`src/rtl/ssg_pkg.sv`:
```
`default_nettype none

package ssg_pkg;

  localparam int SineEntries = 181;
  localparam int QueueDepth  = 2;
  localparam logic [63:0] PiQ30 = 64'd3373259426;

  typedef struct packed {
    logic [7:0] ir_distance;
    logic [9:0] sonar_distance;
    logic       sweep_start;
  } in_word_t;

  typedef struct packed {
    logic [6:0]  object_number;
    logic [9:0]  object_distance;
    logic [12:0] object_width;
    logic [7:0]  object_center;
  } out_word_t;

  typedef struct packed {
    logic [7:0] ir_low_limit;
    logic [7:0] ir_high_limit;
    logic [7:0] agree_limit;
    logic [3:0] confirm_count;
  } cfg_t;

  // closed object handed from front to back
  typedef struct packed {
    logic [6:0] number;
    logic [9:0] distance;
    logic [7:0] run_length;
    logic [7:0] center;
  } job_t;

  typedef enum logic [1:0] {
    RegIrLow   = 2'd0,
    RegIrHigh  = 2'd1,
    RegAgree   = 2'd2,
    RegConfirm = 2'd3
  } cfg_reg_e;

  typedef logic [15:0] sine_tab_t [SineEntries];

  // sin(h/2 deg) in Q1.15, Taylor series in Q2.30, evaluated at elaboration
  function automatic sine_tab_t build_sine_tab();
    sine_tab_t   tab;
    logic [63:0] x;
    logic [63:0] x2;
    logic [63:0] term;
    logic [63:0] sum;
    logic [63:0] r;
    for (int h = 0; h < SineEntries; h++) begin
      x    = (64'(h) * PiQ30) / 64'd360;
      x2   = (x * x) >> 30;
      term = x;
      sum  = x;
      for (int k = 1; k <= 8; k++) begin
        term = (term * x2) >> 30;
        term = term / 64'((2 * k) * (2 * k + 1));
        if ((k % 2) == 1) begin
          sum = sum - term;
        end else begin
          sum = sum + term;
        end
      end
      r = (sum + 64'd16384) >> 15;
      if (r > 64'd32768) begin
        r = 64'd32768;
      end
      tab[h] = r[15:0];
    end
    return tab;
  endfunction

  localparam sine_tab_t SineTab = build_sine_tab();

endpackage

`default_nettype wire

```
`src/rtl/ssg_front.sv`:
```
`default_nettype none

module ssg_front (
  input  wire                clk_i,
  input  wire                rst_ni,
  input  ssg_pkg::cfg_t      cfg_i,
  input  wire                in_valid_i,
  output logic               in_stall_o,
  input  ssg_pkg::in_word_t  in_word_i,
  input  wire                q_full_i,
  output logic               q_push_o,
  output ssg_pkg::job_t      q_job_o
);
  import ssg_pkg::*;

  logic [7:0] angle_q, angle_d;
  logic [7:0] hit_count_q, hit_count_d;
  logic       opened_q, opened_d;
  logic       in_object_q, in_object_d;
  logic [7:0] run_length_q, run_length_d;
  logic [9:0] latched_q, latched_d;
  logic [6:0] count_q, count_d;
  logic       accept;
  logic       close;

  assign in_stall_o = q_full_i;
  assign accept     = in_valid_i && !q_full_i;
  assign q_push_o   = accept && close;

  always_comb begin
    logic [7:0]  ang;
    logic [7:0]  hc;
    logic        op;
    logic        io;
    logic [7:0]  rl;
    logic [9:0]  ld;
    logic [6:0]  cnt;
    logic [10:0] ir_ext;
    logic [10:0] so_ext;
    logic [10:0] diff;
    logic        in_window;
    logic        out_window;
    logic        hit;
    logic [7:0]  half;

    ang = in_word_i.sweep_start ? '0 : angle_q;
    hc  = in_word_i.sweep_start ? '0 : hit_count_q;
    op  = in_word_i.sweep_start ? 1'b0 : opened_q;
    io  = in_word_i.sweep_start ? 1'b0 : in_object_q;
    rl  = in_word_i.sweep_start ? '0 : run_length_q;
    ld  = in_word_i.sweep_start ? '0 : latched_q;
    cnt = in_word_i.sweep_start ? '0 : count_q;

    ir_ext = {3'b000, in_word_i.ir_distance};
    so_ext = {1'b0, in_word_i.sonar_distance};
    diff   = (ir_ext > so_ext) ? (ir_ext - so_ext) : (so_ext - ir_ext);

    in_window  = (in_word_i.ir_distance > cfg_i.ir_low_limit) &&
                 (in_word_i.ir_distance < cfg_i.ir_high_limit);
    out_window = (in_word_i.ir_distance < cfg_i.ir_low_limit) ||
                 (in_word_i.ir_distance > cfg_i.ir_high_limit);
    hit = in_window && (diff < {3'b000, cfg_i.agree_limit});

    if (hit) begin
      if (hc != 8'hFF) begin
        hc = hc + 8'd1;
      end
      if ((hc > {4'h0, cfg_i.confirm_count}) && !op) begin
        rl = (rl > 8'd253) ? 8'hFF : rl + 8'd2;
        op = 1'b1;
        ld = in_word_i.sonar_distance;
      end
      if (op) begin
        if (rl != 8'hFF) begin
          rl = rl + 8'd1;
        end
        io = 1'b1;
      end
    end

    close = io && out_window && (diff > {3'b000, cfg_i.agree_limit});

    half = {1'b0, rl[7:1]};
    q_job_o.number     = cnt;
    q_job_o.distance   = ld;
    q_job_o.run_length = rl;
    q_job_o.center     = (ang >= half) ? (ang - half) : '0;

    if (close) begin
      io  = 1'b0;
      rl  = '0;
      hc  = '0;
      op  = 1'b0;
      cnt = cnt + 7'd1;
    end

    angle_d          = (ang != 8'hFF) ? ang + 8'd1 : ang;
    hit_count_d      = hc;
    opened_d         = op;
    in_object_d      = io;
    run_length_d     = rl;
    latched_d        = ld;
    count_d          = cnt;
  end

  always_ff @(posedge clk_i or negedge rst_ni) begin
    if (!rst_ni) begin
      angle_q      <= '0;
      hit_count_q  <= '0;
      opened_q     <= 1'b0;
      in_object_q  <= 1'b0;
      run_length_q <= '0;
      latched_q    <= '0;
      count_q      <= '0;
    end else if (accept) begin
      angle_q      <= angle_d;
      hit_count_q  <= hit_count_d;
      opened_q     <= opened_d;
      in_object_q  <= in_object_d;
      run_length_q <= run_length_d;
      latched_q    <= latched_d;
      count_q      <= count_d;
    end
  end

endmodule

`default_nettype wire

```
`src/rtl/ssg_queue.sv`:
```
`default_nettype none

module ssg_queue (
  input  wire             clk_i,
  input  wire             rst_ni,
  input  wire             push_i,
  input  ssg_pkg::job_t   push_job_i,
  output logic            full_o,
  input  wire             pop_i,
  output logic            valid_o,
  output ssg_pkg::job_t   pop_job_o
);
  import ssg_pkg::*;

  localparam int PtrW = $clog2(QueueDepth);

  job_t                  slot_q [QueueDepth];
  logic [PtrW-1:0]       wr_ptr_q, wr_ptr_d;
  logic [PtrW-1:0]       rd_ptr_q, rd_ptr_d;
  logic [PtrW:0]         fill_q, fill_d;

  assign full_o    = (fill_q == (PtrW + 1)'(QueueDepth));
  assign valid_o   = (fill_q != '0);
  assign pop_job_o = slot_q[rd_ptr_q];

  always_comb begin
    wr_ptr_d = wr_ptr_q;
    rd_ptr_d = rd_ptr_q;
    if (push_i) begin
      wr_ptr_d = (wr_ptr_q == PtrW'(QueueDepth - 1)) ? '0 : wr_ptr_q + PtrW'(1);
    end
    if (pop_i) begin
      rd_ptr_d = (rd_ptr_q == PtrW'(QueueDepth - 1)) ? '0 : rd_ptr_q + PtrW'(1);
    end
    fill_d = fill_q + (PtrW + 1)'(push_i) - (PtrW + 1)'(pop_i);
  end

  always_ff @(posedge clk_i) begin
    if (push_i) begin
      slot_q[wr_ptr_q] <= push_job_i;
    end
  end

  always_ff @(posedge clk_i or negedge rst_ni) begin
    if (!rst_ni) begin
      wr_ptr_q <= '0;
      rd_ptr_q <= '0;
      fill_q   <= '0;
    end else begin
      wr_ptr_q <= wr_ptr_d;
      rd_ptr_q <= rd_ptr_d;
      fill_q   <= fill_d;
    end
  end

endmodule

`default_nettype wire

```
`src/rtl/ssg_back.sv`:
```
`default_nettype none

module ssg_back (
  input  wire                 clk_i,
  input  wire                 rst_ni,
  input  wire                 q_valid_i,
  input  ssg_pkg::job_t       q_job_i,
  output logic                q_pop_o,
  output logic                out_valid_o,
  input  wire                 out_stall_i,
  output ssg_pkg::out_word_t  out_word_o
);
  import ssg_pkg::*;

  logic        s1_valid_q;
  job_t        s1_job_q;
  logic [15:0] s1_sine_q;
  logic        s2_valid_q;
  job_t        s2_job_q;
  logic [25:0] s2_prod_q;
  logic        out_valid_q;
  out_word_t   out_word_q;

  logic        out_adv;
  logic        s2_adv;
  logic        s1_adv;
  logic [8:0]  half_idx;
  logic [25:0] rounded;

  assign out_adv = !out_valid_q || !out_stall_i;
  assign s2_adv  = !s2_valid_q || out_adv;
  assign s1_adv  = !s1_valid_q || s2_adv;
  assign q_pop_o = q_valid_i && s1_adv;

  // sin(x) = sin(180 - x) beyond the quarter turn
  assign half_idx = (q_job_i.run_length > 8'd180) ? (9'd360 - {1'b0, q_job_i.run_length})
                                                  : {1'b0, q_job_i.run_length};
  assign rounded  = s2_prod_q + 26'd2048;

  assign out_valid_o = out_valid_q;
  assign out_word_o  = out_word_q;

  always_ff @(posedge clk_i) begin
    if (s1_adv && q_valid_i) begin
      s1_job_q  <= q_job_i;
      s1_sine_q <= SineTab[half_idx[7:0]];
    end
    if (s2_adv && s1_valid_q) begin
      s2_job_q  <= s1_job_q;
      s2_prod_q <= {16'h0000, s1_job_q.distance} * {10'h000, s1_sine_q};
    end
    if (out_adv && s2_valid_q) begin
      out_word_q.object_number   <= s2_job_q.number;
      out_word_q.object_distance <= s2_job_q.distance;
      out_word_q.object_width    <= rounded[24:12];
      out_word_q.object_center   <= s2_job_q.center;
    end
  end

  always_ff @(posedge clk_i or negedge rst_ni) begin
    if (!rst_ni) begin
      s1_valid_q  <= 1'b0;
      s2_valid_q  <= 1'b0;
      out_valid_q <= 1'b0;
    end else begin
      if (s1_adv) begin
        s1_valid_q <= q_valid_i;
      end
      if (s2_adv) begin
        s2_valid_q <= s1_valid_q;
      end
      if (out_adv) begin
        out_valid_q <= s2_valid_q;
      end
    end
  end

endmodule

`default_nettype wire

```
`src/rtl/sweep_object_segmenter.sv`:
```
// A word that closes an object is queued as a job, then passes the back end to the output.
// Throughput: one input word per cycle; the front stalls only while the 2-entry job queue is full.
// Back end: sine lookup, 10x16 multiply and rounding, one registered stage each.
// Reset (async, active low): all tracking state zero, limits 10/80/15/2, pipeline empty.
`default_nettype none

module sweep_object_segmenter (
  input  wire                 clk_i,
  input  wire                 rst_ni,
  input  wire                 psel,
  input  wire                 penable,
  input  wire                 pwrite,
  input  wire  [3:0]          paddr,
  input  wire  [31:0]         pwdata,
  output logic [31:0]         prdata,
  output logic                pready,
  input  wire                 in_valid_i,
  output logic                in_stall_o,
  input  ssg_pkg::in_word_t   in_word_i,
  output logic                out_valid_o,
  input  wire                 out_stall_i,
  output ssg_pkg::out_word_t  out_word_o
);
  import ssg_pkg::*;

  cfg_t     cfg_q;
  cfg_reg_e reg_sel;
  logic     cfg_wr;
  logic     q_full;
  logic     q_push;
  job_t     q_push_job;
  logic     q_pop;
  logic     q_valid;
  job_t     q_pop_job;

  assign pready  = 1'b1;
  assign reg_sel = cfg_reg_e'(paddr[3:2]);
  assign cfg_wr  = psel && penable && pwrite;

  always_comb begin
    unique case (reg_sel)
      RegIrLow:   prdata = {24'h0, cfg_q.ir_low_limit};
      RegIrHigh:  prdata = {24'h0, cfg_q.ir_high_limit};
      RegAgree:   prdata = {24'h0, cfg_q.agree_limit};
      RegConfirm: prdata = {28'h0, cfg_q.confirm_count};
      default:    prdata = '0;
    endcase
  end

  always_ff @(posedge clk_i or negedge rst_ni) begin
    if (!rst_ni) begin
      cfg_q.ir_low_limit  <= 8'd10;
      cfg_q.ir_high_limit <= 8'd80;
      cfg_q.agree_limit   <= 8'd15;
      cfg_q.confirm_count <= 4'd2;
    end else if (cfg_wr) begin
      unique case (reg_sel)
        RegIrLow:   cfg_q.ir_low_limit  <= pwdata[7:0];
        RegIrHigh:  cfg_q.ir_high_limit <= pwdata[7:0];
        RegAgree:   cfg_q.agree_limit   <= pwdata[7:0];
        RegConfirm: cfg_q.confirm_count <= pwdata[3:0];
        default:    ;
      endcase
    end
  end

  ssg_front u_front (
    .clk_i      (clk_i),
    .rst_ni     (rst_ni),
    .cfg_i      (cfg_q),
    .in_valid_i (in_valid_i),
    .in_stall_o (in_stall_o),
    .in_word_i  (in_word_i),
    .q_full_i   (q_full),
    .q_push_o   (q_push),
    .q_job_o    (q_push_job)
  );

  ssg_queue u_queue (
    .clk_i      (clk_i),
    .rst_ni     (rst_ni),
    .push_i     (q_push),
    .push_job_i (q_push_job),
    .full_o     (q_full),
    .pop_i      (q_pop),
    .valid_o    (q_valid),
    .pop_job_o  (q_pop_job)
  );

  ssg_back u_back (
    .clk_i       (clk_i),
    .rst_ni      (rst_ni),
    .q_valid_i   (q_valid),
    .q_job_i     (q_pop_job),
    .q_pop_o     (q_pop),
    .out_valid_o (out_valid_o),
    .out_stall_i (out_stall_i),
    .out_word_o  (out_word_o)
  );

endmodule

`default_nettype wire

```
`config.mk`:
```
export PLATFORM = sky130hd
export DESIGN_NAME = sweep_object_segmenter
export DESIGN_NICKNAME = d
export VERILOG_FILES = /design/src/rtl/ssg_pkg.sv /design/src/rtl/ssg_front.sv /design/src/rtl/ssg_queue.sv /design/src/rtl/ssg_back.sv /design/src/rtl/sweep_object_segmenter.sv
export SDC_FILE = /design/constraint.sdc
export NUM_CORES = 1
export LEC_CHECK = 0
export BUFFER_PORTS_ARGS = -buffer_cell sky130_fd_sc_hd__buf_2
export CAP_MARGIN = 20
export CORE_MARGIN = 8
export CORE_UTILIZATION = 45
export DETAILED_ROUTE_END_ITERATION = 8
export PLACE_DENSITY_LB_ADDON = 0.2
export SKIP_LAST_GASP = 1
export SLEW_MARGIN = 10
export SYNTH_ARGS = -nofsm -noshare
export SYNTH_HDL_FRONTEND = slang
export SYNTH_SLANG_ARGS = --single-unit
export TNS_END_PERCENT = 100
```
`constraint.sdc`:
```
create_clock -name clk_i -period 5.55 [get_ports clk_i]
set_clock_uncertainty 0.1 [all_clocks]
set_input_delay 1.11 -clock clk_i [delete_from_list [all_inputs] [get_ports clk_i]]
set_output_delay 1.11 -clock clk_i [all_outputs]
set_load 0.01 [all_outputs]
```
==> impl_metrics.toml <==
[run_status]
status = "finished with violations"
violations = "setup timing"

[setup_path]
cpMaxStageDelayCell = "fa_2"
end_kind = "flip-flop"
path_max_fanout = 7
startpoint_type = "input port"
cp.arrival_ps = 6190
required_ps = 5770
path_common_cell = "nand4b_1"
cp_slowest_stage_delay_ps = 350
critical_path_class = "input port to flip-flop"

[routing]
ant_nets = 0
drt_wl_total_um = 62740
vias = 17594
drc = 0
vias_per_cell = 5.782
wl_per_cell_um = 20.62
firstDrtPassIters = 6
drt_iter0_drc = 1455

[grt]
antenna_found_initial = 1
grt_pass1_wl_um = 98980
grt_overflow = 0
grt_pass1_vias = 18064
grt_use_total = 0.2284
grt_max_degree = 73

[sta]
fin_crit_ps = 5976
tightest_slew_ps = 1180
slew_violations = 0
max_slew_margin = 0.2078
rsz0062_at_grt = "true"
worst_slack_ps = -425.7
finalHoldViolCount = 0
timing.final.crit_share = 1.077
max_freq_mhz = 167.3
tns_ps = -6478
finalSetupViolations = 20

[run]
drv_cap = 0

[logic_synthesis]
yosys.cell_types.count = 110
yosysTopAreaCellShare = 0.2645
synth_top_area_cell = "edfxtp_1"
synth-seq-cells = 262
syn_area_per_cell_sq_um = 9.886
ys_seq_area_frac = 0.3585
syn_area_sq_um = 20890
synth_edf_count = 184
netlist_instances = 2113
yosys-top-cells-area = "edfxtp_1, fa_1, dfrtp_1, ha_1, nand2_1"
synth_ff_type = "edfxtp_1"
ys_async_sr_fraction = 0.2977
yosysWarnings = 0

[cells_and_area]
final_nets = 2716
antenna_cells = 0
layout-drive-gt1-share = 0.2767
syn_to_final_growth_pct = 22.73
final_cell_mix = "buf_4, nand2_1, edfxtp_1"
final_util = 0.5554
fillerInstances = 4055
final_common_cell = "buf_4"

[clocking]
cts_buffers = 30
postCtsHoldBufs = 0
cts.sinks = 262
clk_pin_slew_ps = 60
clk_latency_ps = 590
cts_tree = "yes"
cts-root-buf = "clkbuf_16"
ctsHtreeMaxLevel = 1
clockBufferDepth = 3

[hold_path]
hold_class = "flip-flop to flip-flop"

[place]
gp_congestion = 0.9738
dp_hpwl_um = 46090
io_buffer_count = 83

[floorplan]
rows = 79
dieArea_sq_um = 53570
core_area_sq_um = 46160
pin_count = 135
die_h_um = 231.5
die_w_um = 231.5
initial_core_util = 0.4525
per-stage QoR:
step,hold slack [ps],instances,worst slack (ps),instance area [sq um]
final,291.8,3043,-425.7,25640
after global routing,301.9,3043,-714.7,25640
after CTS,287.2,3022,-236.4,25210
after detailed placement,304.5,2914,-1191,23460
after global placement,301.7,2914,-1112,23460
after floorplan,300.3,2136,-1033,21280
worst paths after layout:
kind | startpoint | endpoint | slack, ps | cells past startpoint
hold reg to reg | u_back.s1_job_q[31]$_DFFE_PP_ | u_back.s2_job_q[31]$_DFFE_PP_ | 290 | 0
hold / removal | u_back.s1_job_q[31]$_DFFE_PP_ | u_back.s2_job_q[31]$_DFFE_PP_ | 290 | 0
max in group asynchronous | rst_ni | cfg_q[1]$_DFFE_PN1P_ | 3970 | 2
min in group asynchronous | rst_ni | cfg_q[17]$_DFFE_PN0P_ | 470 | 1
setup reg to reg | u_front.hit_count_q[1]$_DFFE_PN0P_ | u_queue.slot_q[1][4]$_DFFE_PP_ | -130 | 31
setup / recovery | in_word_i[0] | u_queue.slot_q[1][4]$_DFFE_PP_ | -430 | 33
worst max-delay path: cells and delay by family:
kind | cells | cell delay [ps]
AND/OR/NAND/NOR | 13 | 1420
AO/OA/AOI/OAI | 7 | 1290
adder cells (fa/ha/maj) | 5 | 1230
buffers and inverters | 5 | 650
multiplexers | 2 | 290
XOR/XNOR | 1 | 180
layer usage:
layer,part of all wire,global-route usage
met1,0.40,0.2838
met2,0.49,0.3920
met3,0.065,0.03399
met4,0.041,0.09899
met5,0,0
synth_stat cells (5+ instances only):
cell       instances
o2bb2ai_1          8
a311oi_1          17
xnor2_1           39
a211o_1           10
nor4_1             9
and3_1             8
buf_2             41
o21a_1             6
nor2_1            93
nand2_1          270
or3_1              9
a221oi_1           5
buf_4             34
and2_1            69
ha_1             131
a32oi_1            6
o22ai_1           11
a211oi_1          20
o211ai_1          20
a21oi_1          103
nor3_1            30
nand3_1           52
a21o_1            25
fa_1             111
xor2_1            21
mux2_2            49
nand4_1           22
o31ai_1            9
dfstp_2            9
edfxtp_1         184
dfrtp_1           69
a31oi_1           31
inv_1            171
nor2b_1           30
mux2i_1           23
o2111ai_1          7
o21ai_0          111
o21ai_1            8
a311o_1            5
clkbuf_1          64
o221ai_1          16
nand2b_1          14
o311ai_0           6
a22o_1            16
registers in the layout (all words and copies together) (netlist names), 10 cells and up:
register and count:
u_back.out_word_o 38, u_back.s1_sine_q 16, cfg_q 28, u_back.s2_prod_q 14, u_front.latched_q 10, u_back.s1_job_q 25
u_queue.slot_q 66, u_back.s2_job_q 25
cell type report:
cell class,count,area (sq um),area share
Sequential cell,262,7490,0.2921
Multi-Input combinational cell,1553,12810,0.4997
Clock inverter,21,152.6,0.005954
Clock buffer,35,779.5,0.03041
Inverter,175,676.9,0.02640
Tap cell,607,759.5,0.02962
Timing Repair Buffer,390,2968,0.1158
repair_timing:
item	CTS	global route
pin swaps	61	78
hold endpoints to repair	0	0
setup buffers	51	20
gates cloned	1	0
endpoints found under the setup margin	21	22
gates resized for setup	102	58
cell families after synthesis:
| kind of cell | after synthesis | synth area share |
|---|---|---|
| compound gates | 500 | 0.1648 |
| other cells | 2 | 0.0003595 |
| flops | 262 | 0.3585 |
| fa+ha+maj | 242 | 0.1848 |
| xor+xnor | 61 | 0.02594 |
| buf+inv | 322 | 0.06876 |
| mux | 82 | 0.04660 |
| simple gates | 642 | 0.1502 |
Power is not shown: default switching activity piles up to over one toggle a cycle in this logic, so the estimate is an artifact.
